[config.mk]
export PLATFORM = sky130hd
export DESIGN_NAME = prefix_expression_stack_evaluator
export DESIGN_NICKNAME = d
export VERILOG_FILES = /design/src/pese_pkg.sv /design/src/pese_div.sv /design/src/pese_ctrl.sv /design/src/pese_dp.sv /design/src/prefix_expression_stack_evaluator.sv
export SDC_FILE = /design/constraint.sdc
export NUM_CORES = 2
export LEC_CHECK = 0
export BUFFER_PORTS_ARGS = -buffer_cell sky130_fd_sc_hd__buf_4
export CAP_MARGIN = 20
export CORE_UTILIZATION = 40
export CTS_CLUSTER_DIAMETER = 60
export DETAILED_ROUTE_END_ITERATION = 10
export GPL_ROUTABILITY_DRIVEN = 0
export PLACE_DENSITY = 0.62
export REMOVE_ABC_BUFFERS = 1
export SYNTH_ARGS = -nofsm -noshare
export SYNTH_HDL_FRONTEND = slang
export SYNTH_SLANG_ARGS = --single-unit
[constraint.sdc]
create_clock -name clk -period 20.5 [get_ports clk]
set_input_delay 4.1 -clock clk [delete_from_list [all_inputs] [get_ports clk]]
set_output_delay 4.1 -clock clk [all_outputs]
set_load 0.05 [all_outputs]
[src/pese_pkg.sv]
// ----------------------------------------------------------------------------
// pese_pkg
// Shared types and constants of the prefix expression stack evaluator:
// action and status codes, controller states and the command and status
// groups passed between the controller and the datapath.
// ----------------------------------------------------------------------------
package pese_pkg;

  localparam int DATA_W = 32;
  localparam int ACT_W  = 3;
  localparam int ST_W   = 2;

  // Action codes carried on the input tuser
  localparam logic [ACT_W-1:0] ACT_PUSH   = 3'd0;
  localparam logic [ACT_W-1:0] ACT_ADD    = 3'd1;
  localparam logic [ACT_W-1:0] ACT_SUB    = 3'd2;
  localparam logic [ACT_W-1:0] ACT_MUL    = 3'd3;
  localparam logic [ACT_W-1:0] ACT_DIV    = 3'd4;
  localparam logic [ACT_W-1:0] ACT_FINISH = 3'd5;

  // Status codes carried on the output tuser
  localparam logic [ST_W-1:0] ST_OK      = 2'd0;
  localparam logic [ST_W-1:0] ST_FULL    = 2'd1;
  localparam logic [ST_W-1:0] ST_EMPTY   = 2'd2;
  localparam logic [ST_W-1:0] ST_DIVZERO = 2'd3;

  typedef enum logic [2:0] {
    S_IDLE,
    S_DECODE,
    S_POP_R,
    S_GRAB_R,
    S_CALC,
    S_DIV,
    S_EMIT
  } state_t;

  // Controller to datapath
  typedef struct packed {
    logic take_in;     // latch the accepted token
    logic pop;         // read the top entry and shrink the stack
    logic grab_left;   // capture the first popped word
    logic grab_right;  // capture the second popped word
    logic calc;        // evaluate add, subtract, multiply or a zero divide
    logic div_go;      // start the serial divider
    logic emit;        // commit the stack write and load the output register
  } cmd_t;

  // Datapath to controller
  typedef struct packed {
    logic [ACT_W-1:0] act;
    logic             right_zero;
    logic             div_done;
    logic             out_free;
  } sts_t;

endpackage

[src/pese_div.sv]
// ----------------------------------------------------------------------------
// pese_div
// Serial signed divider, one quotient bit per cycle, truncating toward zero.
// Operand magnitudes are taken at start; the sign is applied on the output.
// ----------------------------------------------------------------------------
module pese_div (
  input  logic                          clk,
  input  logic                          rst,
  input  logic                          start,
  input  logic [pese_pkg::DATA_W-1:0]   dividend,
  input  logic [pese_pkg::DATA_W-1:0]   divisor,
  output logic                          done,
  output logic [pese_pkg::DATA_W-1:0]   quotient
);

  localparam int W  = pese_pkg::DATA_W;
  localparam int CW = $clog2(W);

  logic          busy;
  logic [CW-1:0] cnt;
  logic          neg;
  logic [W-1:0]  q;
  logic [W-1:0]  rem;
  logic [W-1:0]  mb;
  logic [W:0]    shifted;
  logic [W:0]    diff;

  // Trial subtract of the divisor from the shifted remainder
  assign shifted = {rem, q[W-1]};
  assign diff    = shifted - {1'b0, mb};

  // Apply the sign to the magnitude quotient
  assign quotient = neg ? (W'(0) - q) : q;

  // Control: busy flag, step counter and done pulse
  always_ff @(posedge clk) begin
    if (rst) begin
      busy <= 1'b0;
      cnt  <= '0;
      done <= 1'b0;
    end else begin
      done <= busy && !start && (cnt == CW'(W - 1));
      if (start) begin
        busy <= 1'b1;
        cnt  <= '0;
      end else if (busy) begin
        cnt <= cnt + CW'(1);
        if (cnt == CW'(W - 1)) begin
          busy <= 1'b0;
        end
      end
    end
  end

  // Datapath: load magnitudes, then shift and subtract one bit a cycle
  always_ff @(posedge clk) begin
    if (start) begin
      neg <= dividend[W-1] ^ divisor[W-1];
      q   <= dividend[W-1] ? (W'(0) - dividend) : dividend;
      mb  <= divisor[W-1] ? (W'(0) - divisor) : divisor;
      rem <= '0;
    end else if (busy) begin
      if (!diff[W]) begin
        rem <= diff[W-1:0];
        q   <= {q[W-2:0], 1'b1};
      end else begin
        rem <= shifted[W-1:0];
        q   <= {q[W-2:0], 1'b0};
      end
    end
  end

endmodule

[src/pese_ctrl.sv]
// ----------------------------------------------------------------------------
// pese_ctrl
// Controller of the evaluator: sequences token intake, stack pops, the
// arithmetic step and the result transfer.
// ----------------------------------------------------------------------------
module pese_ctrl (
  input  logic              clk,
  input  logic              rst,
  input  logic              s_tvalid,
  output logic              s_tready,
  input  pese_pkg::sts_t    sts,
  output pese_pkg::cmd_t    cmd
);

  pese_pkg::state_t state;
  pese_pkg::state_t state_next;

  // Hold the current state
  always_ff @(posedge clk) begin
    if (rst) begin
      state <= pese_pkg::S_IDLE;
    end else begin
      state <= state_next;
    end
  end

  // Next state and commands
  always_comb begin
    state_next = state;
    cmd        = '0;
    s_tready   = 1'b0;
    case (state)
      pese_pkg::S_IDLE: begin
        s_tready = 1'b1;
        if (s_tvalid) begin
          cmd.take_in = 1'b1;
          state_next  = pese_pkg::S_DECODE;
        end
      end
      pese_pkg::S_DECODE: begin
        case (sts.act)
          pese_pkg::ACT_ADD, pese_pkg::ACT_SUB, pese_pkg::ACT_MUL,
          pese_pkg::ACT_DIV, pese_pkg::ACT_FINISH: begin
            cmd.pop    = 1'b1;
            state_next = pese_pkg::S_POP_R;
          end
          default: begin
            state_next = pese_pkg::S_EMIT;
          end
        endcase
      end
      pese_pkg::S_POP_R: begin
        cmd.grab_left = 1'b1;
        if (sts.act == pese_pkg::ACT_FINISH) begin
          state_next = pese_pkg::S_EMIT;
        end else begin
          cmd.pop    = 1'b1;
          state_next = pese_pkg::S_GRAB_R;
        end
      end
      pese_pkg::S_GRAB_R: begin
        cmd.grab_right = 1'b1;
        state_next     = pese_pkg::S_CALC;
      end
      pese_pkg::S_CALC: begin
        cmd.calc = 1'b1;
        if (sts.act == pese_pkg::ACT_DIV && !sts.right_zero) begin
          cmd.div_go = 1'b1;
          state_next = pese_pkg::S_DIV;
        end else begin
          state_next = pese_pkg::S_EMIT;
        end
      end
      pese_pkg::S_DIV: begin
        if (sts.div_done) begin
          state_next = pese_pkg::S_EMIT;
        end
      end
      pese_pkg::S_EMIT: begin
        if (sts.out_free) begin
          cmd.emit   = 1'b1;
          state_next = pese_pkg::S_IDLE;
        end
      end
      default: begin
        state_next = pese_pkg::S_IDLE;
      end
    endcase
  end

endmodule

[src/pese_dp.sv]
// ----------------------------------------------------------------------------
// pese_dp
// Datapath of the evaluator: operand stack memory and count, popped operand
// registers, multiplier, serial divider and the output register.
// ----------------------------------------------------------------------------
module pese_dp #(
  parameter int STACK_DEPTH = 32
) (
  input  logic                              clk,
  input  logic                              rst,
  input  pese_pkg::cmd_t                    cmd,
  output pese_pkg::sts_t                    sts,
  input  logic [pese_pkg::DATA_W-1:0]       s_tdata,
  input  logic [pese_pkg::ACT_W-1:0]        s_tuser,
  input  logic                              m_tready,
  output logic                              m_tvalid,
  output logic [pese_pkg::DATA_W-1:0]       m_tdata,
  output logic [pese_pkg::ST_W-1:0]         m_tuser,
  output logic                              m_tlast
);

  localparam int W  = pese_pkg::DATA_W;
  localparam int AW = (STACK_DEPTH > 1) ? $clog2(STACK_DEPTH) : 1;
  localparam int CW = $clog2(STACK_DEPTH + 1);

  logic [W-1:0]                 mem [STACK_DEPTH];
  logic [W-1:0]                 rd_data;
  logic [CW-1:0]                count;
  logic [CW-1:0]                count_m1;
  logic                         full;
  logic                         pop_ok;
  logic [pese_pkg::ACT_W-1:0]   act;
  logic [W-1:0]                 opnd;
  logic [W-1:0]                 left;
  logic [W-1:0]                 right;
  logic                         ok1;
  logic                         ok2;
  logic [W-1:0]                 res;
  logic                         divzero;
  logic                         div_done;
  logic [W-1:0]                 div_q;
  logic                         wr_en;
  logic [W-1:0]                 wr_data;
  logic [pese_pkg::ST_W-1:0]    st_val;
  logic [W-1:0]                 out_val;
  logic                         out_last;

  assign count_m1 = count - CW'(1);
  assign full     = (count == CW'(STACK_DEPTH));

  // Status towards the controller
  assign sts.act        = act;
  assign sts.right_zero = (right == '0);
  assign sts.div_done   = div_done;
  assign sts.out_free   = !m_tvalid || m_tready;

  pese_div u_div (
    .clk      (clk),
    .rst      (rst),
    .start    (cmd.div_go),
    .dividend (left),
    .divisor  (right),
    .done     (div_done),
    .quotient (div_q)
  );

  // Form the result and the stack write for the current token
  always_comb begin
    wr_en    = 1'b0;
    wr_data  = res;
    st_val   = pese_pkg::ST_OK;
    out_val  = '0;
    out_last = 1'b0;
    case (act)
      pese_pkg::ACT_PUSH: begin
        wr_en   = cmd.emit && !full;
        wr_data = opnd;
        out_val = opnd;
        st_val  = full ? pese_pkg::ST_FULL : pese_pkg::ST_OK;
      end
      pese_pkg::ACT_ADD, pese_pkg::ACT_SUB, pese_pkg::ACT_MUL, pese_pkg::ACT_DIV: begin
        wr_en   = cmd.emit;
        out_val = res;
        if (!(ok1 && ok2)) begin
          st_val = pese_pkg::ST_EMPTY;
        end else if (divzero) begin
          st_val = pese_pkg::ST_DIVZERO;
        end
      end
      pese_pkg::ACT_FINISH: begin
        out_val  = left;
        out_last = 1'b1;
        st_val   = ok1 ? pese_pkg::ST_OK : pese_pkg::ST_EMPTY;
      end
      default: begin
        out_val = '0;
      end
    endcase
  end

  // Stack memory: one write port, one registered read port
  always_ff @(posedge clk) begin
    if (wr_en) begin
      mem[count[AW-1:0]] <= wr_data;
    end
    if (cmd.pop) begin
      rd_data <= mem[count_m1[AW-1:0]];
    end
  end

  // Stack count and pop outcome
  always_ff @(posedge clk) begin
    if (rst) begin
      count  <= '0;
      pop_ok <= 1'b0;
    end else begin
      if (cmd.pop) begin
        pop_ok <= (count != '0);
        if (count != '0) begin
          count <= count_m1;
        end
      end else if (wr_en) begin
        count <= count + CW'(1);
      end
    end
  end

  // Token, popped operands and arithmetic result
  always_ff @(posedge clk) begin
    if (cmd.take_in) begin
      act  <= s_tuser;
      opnd <= s_tdata;
    end
    if (cmd.grab_left) begin
      ok1  <= pop_ok;
      left <= pop_ok ? rd_data : '0;
    end
    if (cmd.grab_right) begin
      ok2   <= pop_ok;
      right <= pop_ok ? rd_data : '0;
    end
    if (cmd.calc) begin
      divzero <= (act == pese_pkg::ACT_DIV) && (right == '0);
      case (act)
        pese_pkg::ACT_ADD: res <= left + right;
        pese_pkg::ACT_SUB: res <= left - right;
        pese_pkg::ACT_MUL: res <= left * right;
        default:           res <= '0;
      endcase
    end else if (div_done) begin
      res <= div_q;
    end
  end

  // Output register: hold until the receiver takes the transfer
  always_ff @(posedge clk) begin
    if (rst) begin
      m_tvalid <= 1'b0;
    end else if (cmd.emit) begin
      m_tvalid <= 1'b1;
    end else if (m_tready) begin
      m_tvalid <= 1'b0;
    end
  end

  always_ff @(posedge clk) begin
    if (cmd.emit) begin
      m_tdata <= out_val;
      m_tuser <= st_val;
      m_tlast <= out_last;
    end
  end

endmodule

[src/prefix_expression_stack_evaluator.sv]
// ----------------------------------------------------------------------------
// prefix_expression_stack_evaluator
// Evaluates prefix expressions from parsed tokens on an operand stack.
// ----------------------------------------------------------------------------
// Usage:
//   Tokens arrive on the s_ channel in right-to-left scan order of a prefix
//   expression: tuser carries the action (push, add, subtract, multiply,
//   divide, finish) and tdata the signed operand of a push. Every token gives
//   exactly one transfer on the m_ channel: tdata holds the value pushed,
//   computed or finally popped, tuser the status (ok, stack full, stack
//   empty, divide by zero) and tlast marks the result of a finish token.
//   One token is worked at a time. After acceptance a push or an unknown
//   action is decoded and emitted; finish pops once and add, subtract,
//   multiply and a zero divisor pop twice and compute before the emit;
//   a divide by a non-zero divisor also waits for the serial divider at
//   one quotient bit per cycle over 32 shift steps. The next token is
//   taken once the result is in the output register, where it may still
//   wait for the receiver. When the receiver stalls, the result is held
//   and a later token waits in its final step until the register frees.
//   Reset empties the stack and drops any pending result; stack words need
//   no clearing since each is written before it is read.
// ----------------------------------------------------------------------------
module prefix_expression_stack_evaluator #(
  parameter int STACK_DEPTH = 32
) (
  input  logic                          clk,
  input  logic                          rst,
  input  logic                          s_tvalid,
  output logic                          s_tready,
  input  logic [pese_pkg::DATA_W-1:0]   s_tdata,   // [31:0] operand
  input  logic [pese_pkg::ACT_W-1:0]    s_tuser,   // [2:0] action
  output logic                          m_tvalid,
  input  logic                          m_tready,
  output logic [pese_pkg::DATA_W-1:0]   m_tdata,   // [31:0] value
  output logic [pese_pkg::ST_W-1:0]     m_tuser,   // [1:0] status
  output logic                          m_tlast    // done_res
);

  pese_pkg::cmd_t cmd;
  pese_pkg::sts_t sts;

  pese_ctrl u_ctrl (
    .clk      (clk),
    .rst      (rst),
    .s_tvalid (s_tvalid),
    .s_tready (s_tready),
    .sts      (sts),
    .cmd      (cmd)
  );

  pese_dp #(
    .STACK_DEPTH (STACK_DEPTH)
  ) u_dp (
    .clk      (clk),
    .rst      (rst),
    .cmd      (cmd),
    .sts      (sts),
    .s_tdata  (s_tdata),
    .s_tuser  (s_tuser),
    .m_tready (m_tready),
    .m_tvalid (m_tvalid),
    .m_tdata  (m_tdata),
    .m_tuser  (m_tuser),
    .m_tlast  (m_tlast)
  );

endmodule

* Word-level counts from Yosys, hierarchy flattened
Memory sizes are Yosys's and may differ from the RTL's. A register that Yosys moved wholly into a read port is not among the register bits.
Cells that the tools add are included.
** Cells by class
- Bitwise operators :: 1
- Reductions and logical operators :: 24
- Multiplexer cells :: 49
- $add $sub $neg :: 9
- Order comparisons :: 0
- Div/mod/pow operators :: 0
- Equal/unequal tests :: 17
- Multiply operators :: 1
- Shift operators :: 0
** Operators with widths (count)
- $mux W32 :: 9
- $pmux W32 S3 :: 2
- $sub A1 B32 Y32 const A :: 3
- $sub A33 B32 Y33 :: 1
- $add A32 B32 Y32 :: 1
- $logic_not A32 Y1 :: 1
- $mul A32 B32 Y32 :: 1
- $sub A32 B32 Y32 :: 1
- $mux W31 :: 1
- $pmux W3 S7 :: 1
- $mux W1 :: 20
- $mux W6 :: 3
- $eq A3 B3 Y1 const B :: 5
- $mux W3 :: 5
- $eq A3 B2 Y1 const B :: 4
- $mux W2 :: 5
- $reduce_bool A2 Y1 :: 4
- $add A6 B1 Y6 const B :: 1
- $eq A3 B1 Y1 const B :: 2
- $eq A6 B6 Y1 const B :: 1
- $logic_and A1 B1 Y1 :: 6
- $logic_not A3 Y1 :: 2
- $pmux W2 S3 :: 1
- $reduce_bool A6 Y1 :: 1
- 14 further kinds :: 20
** Word-level totals
- Word-level logic and storage cells :: 125
- Memories kept :: 1
- Bits in writable memories :: 1024
- Bits in latches :: 0
- Register bits :: 284
- Bits in read-only memories :: 0
** Memory list
- u_dp.mem :: depth 32, width 32, rd ports 1, clocked after Yosys merged registers in 1, wr ports 1, RTL line pese_dp.sv:26 : logic [W-1:0] mem [STACK_DEPTH];

* Depth between registers and ports, before layout
- Depth after elaboration :: 8
- Depth in mapped cells :: 29

* Modules after synthesis
From an unflattened synthesis, not the netlist that was laid out.
** Second synthesis, totals
- Cell total of the unflattened synthesis :: 5208
- Area, all modules :: 73790.8 um2
** By module, submodules not included
- pese_dp :: cells each 4259, area an instance 65669.2 um2, sequential area each 36945.4 um2, times used 1
- pese_div :: cells each 910, area an instance 7825.0 um2, sequential area each 2732.6 um2, times used 1
- pese_ctrl :: cells each 39, area an instance 296.5 um2, sequential area each 60.1 um2, times used 1

* Worst setup path before layout
No wires, ideal clock.
- Kind :: input to register
- Start point :: input port m_tready
- End point :: memory u_dp.mem[29][0] (netlist name) (enable)
- Stages on the path :: 6
- Arrival time :: 7.961 ns
- Buffers on the path :: 0
- Setup slack :: 12.118 ns
- Required time :: 20.079 ns
- Library setup time :: 0.421 ns
- Path through :: nand2b_1 > nand2_1 > nor2_1 > a21boi_1 > nand2_1 > nor2_1
** RTL lines
- start, declared :: RTL line prefix_expression_stack_evaluator.sv:33 : input logic m_tready,
- end, declared :: RTL line pese_dp.sv:26

* Final worst setup path
- Start point :: register u_dp.left[18]
- End point :: register u_dp.res[30] (data pin)
** Between the ends
- Longest elaborated chain between the ends :: 3
- Elaborated cells on any way between the ends :: 5
- Classes of those cells :: add/sub (2); mul (1); mux (2)
** Ends and longest elaborated chain
- start, declared :: RTL line pese_dp.sv:34 : logic [W-1:0] left;
- start signal, assigned :: RTL line pese_dp.sv:136 : left <= pop_ok ? rd_data : '0;
- $mul A32 B32 Y32 (tied with other cells) :: RTL line pese_dp.sv:147 : pese_pkg::ACT_MUL: res <= left * right;
- $pmux W32 S3 (*) :: RTL line pese_dp.sv:144 : case (act)
- $mux W32 (*) :: RTL line pese_dp.sv:142 : if (cmd.calc) begin
- end signal, assigned :: RTL line pese_dp.sv:145 : pese_pkg::ACT_ADD: res <= left + right;
- end signal, assigned :: RTL line pese_dp.sv:146 : pese_pkg::ACT_SUB: res <= left - right;
- end signal, assigned :: RTL line pese_dp.sv:147
- end, declared :: RTL line pese_dp.sv:38 : logic [W-1:0] res;
Mark *: on every way between the ends. The rest lies on a longest branch, timed or not.
A chain may end at the register's enable or synchronous reset.

==> summary.txt <==
CTS
  – CTS tree: built
  – Clock sink count: 1340
  – H-tree levels: 4
  – Setup Buffers After CTS: 0
  – Post_cts resized: 0
  – Clock buffer depth: 3
  – Post-CTS Hold Buffers: 0
  – Worst-Skew Late Latency: 780 ps
  – Root Buffer: clkbuf_16
  – Cts bufs inserted: 140
  – Worst-path clk slew: 60 ps

GRT
  – Largest net degree at the start of global routing: 135
  – First-pass GRT wire length: 293000 um
  – Initial antenna violation count: 6
  – Vias in the first global route: 44000
  – Congestion Overflow GR: 0
  – GRT Util Overall: 21.5%

Critical path
  – Critical Path AT: 8520 ps
  – Critical Path RT: 20980 ps
  – Critical path class: flop to flop
  – Critical path peak fanout: 20
  – CP startpoint kind: flop
  – Worst setup EP type: flop

Die
  – Core region area: 182000 um2
  – Die outline height: 430 um
  – Initial Utilization: 40.4%
  – Die W: 430 um
  – Standard-cell rows: 156
  – Die ar.: 185000 um2
  – Num ports: 76

Final layout
  – Seq. cell area: 39700 um2
  – Area Growth Syn to Fin: 11.7%
  – ANT cells: 0
  – Fillers: 15900
  – Multi-input logic area: 31200 um2
  – Most frequent cells in the layout: edfxtp_1 (1290), nand2_1 (503), inv_1 (438)
  – Most common cell after layout, fill and taps aside: edfxtp_1
  – Layout cells sized above 1: 16.3%
  – Final #Nets: 5865

Synthesis
  – Cell count after synthesis: 5165
  – Asr flop ratio synth: 0%
  – Number of synthesized register bits: 1340
  – Ys Warns: 0
  – Seq/Total Area, Yosys: 54.2%
  – Yosys cell types: 77
  – Post-synth EDFFs: 1290
  – Synth Area in Compound Gates: 4.83%
  – Synth Area in Adders: 14.5%
  – Mapped Area: 73400 um2
  – Post-synthesis mux area share: 11.0%
  – Synth Area in XOR/XNOR: 3.14%
  – Post-Synth Simple-Gate Area: 8.49%
  – Main combinational cell family by area after synthesis: adder cells
  – Top FF cell, synth: edfxtp_1
  – Avg Inst Size Synth: 14.2 um2

Timing
  – Clock Skew: 31.1 ps
  – Hold WS: 486 ps
  – Final Max Slew Viols: 0
  – F_max: 124 MHz
  – Final Setup Violations: 0
  – RSZ-0062 raised after global routing: false
  – Slew Limit Headroom: 23.9%
  – Slew @ Worst Pin: 1140 ps
  – Period utilization: 39.2%
  – Crit path time final: 8040 ps
  – Setup TNS: 0 ps
  – Fin. Hold Viols: 0

Outcome
  – Status: complete, no violations

Routing
  – DRC errors left: 0
  – DRT Pass-1 Iters: 6
  – DR iter-0 viols: 3873
  – Drt total wl: 197000 um
  – Per-cell routed wire length: 25.5 um
  – Total number of vias: 42800
  – Routed Antenna Nets: 0
  – Via-per-instance ratio: 5.56

Hold path
  – Hold Crit Class: flop to flop

Flow run
  – Max-Cap Viols: 0

Placement
  – PortBufs: 75
  – Detailed placement HPWL: 125000 um
## stage by stage
step | worst slack (ps) | instances | utilization [%] | area (um2)
2_1_floorplan | 1520 | 4862 | - | 72200
6_report | 12460 | 7699 | 45.1 | 81900
3_5_place_dp | 12530 | 7428 | 42.4 | 77000
5_1_grt | 12200 | 7699 | 45.1 | 81900
3_3_place_gp | 12640 | 7426 | 42.4 | 77000
4_1_cts | 12510 | 7680 | 44.9 | 81400
## worst paths after layout
path / start / to / slack, ps / cells after the start
max: u_dp.left[18] / u_dp.res[30] / 12460 / 22
min: u_dp.pop_ok / u_dp.pop_ok / 490 / 2
max reg2reg: u_dp.left[18] / u_dp.res[30] / 12460 / 22
min reg2reg: u_dp.pop_ok / u_dp.pop_ok / 490 / 2
## routing by layer
metal	track usage, %	wire (um)	vias to the layer above
li1	-	-	18700
met1	27.7	78000	22300
met2	36.0	97800	1508
met3	3.13	12300	343
met4	9.29	8490	4
met5	0	33	-
## synthesized netlist by cell type, drive strengths merged (37+ instances only)
| master | count | area [um2] |
|---|---|---|
| buf | 44 | 169 |
| edfxtp | 1290 | 38700 |
| o31ai | 37 | 278 |
| mux4 | 320 | 7210 |
| ha | 197 | 2460 |
| dfxtp | 50 | 1000 |
| xnor2 | 149 | 1310 |
| clkbuf | 259 | 972 |
| a21oi | 160 | 801 |
| inv | 440 | 1650 |
| nand2 | 505 | 1900 |
| o21ai | 157 | 786 |
| nor3 | 41 | 216 |
| xor2 | 114 | 998 |
| nor2 | 149 | 559 |
| fa | 410 | 8210 |
| or3 | 40 | 250 |
| and2 | 347 | 2170 |
| mux2 | 66 | 743 |
## flip-flops by register name, summed over array words and instances, names as in the netlist, 2 cells and up
name	cells
u_dp.u_div.rem	32
u_dp.rd_data	32
u_dp.count	6
u_dp.act	3
u_dp.m_tdata	32
u_dp.res	32
u_dp.u_div.cnt	5
u_dp.left	32
u_dp.u_div.mb	32
u_dp.opnd	32
u_ctrl.state	3
u_dp.mem	1024
u_dp.right	32
u_dp.u_div.q	32
u_dp.m_tuser	2
## cells by family (layout without fill, tap and decap cells)
logic type | count (synthesis) | after routing
buffers and inverters | 743 | 907
XOR/XNOR | 263 | 263
adder cells (fa/ha/maj) | 607 | 607
AO/OA/AOI/OAI | 563 | 563
AND/OR/NAND/NOR | 1250 | 1250
flip-flops | 1340 | 1340
multiplexers | 399 | 399
## final cells by class
cell class              count  area share (%)
clock buffers             177            4.59
clock inverters            75           0.789
inverters                 440            2.02
multi-input cells        3082            38.0
flip-flops and latches   1340            48.5
well taps                2370            3.62
repair buffers            215            2.46
## worst max-delay path: stages, from the launching register on
cell	delay, ps
edfxtp_1	1060
and2_1	270
fa_1	430
inv_1	80
fa_1	420
fa_1	470
fa_1	550
inv_1	50
fa_1	480
fa_1	580
fa_1	430
fa_1	460
ha_1	390
a21oi_1	270
o211ai_1	130
a21o_1	190
a211oi_1	210
o21ai_0	170
a41o_1	300
o41a_1	320
xor2_1	150
a221oi_1	260
a21oi_1	70
Power is not shown: default switching activity piles up to over one toggle a cycle in this logic, so the estimate is an artifact.
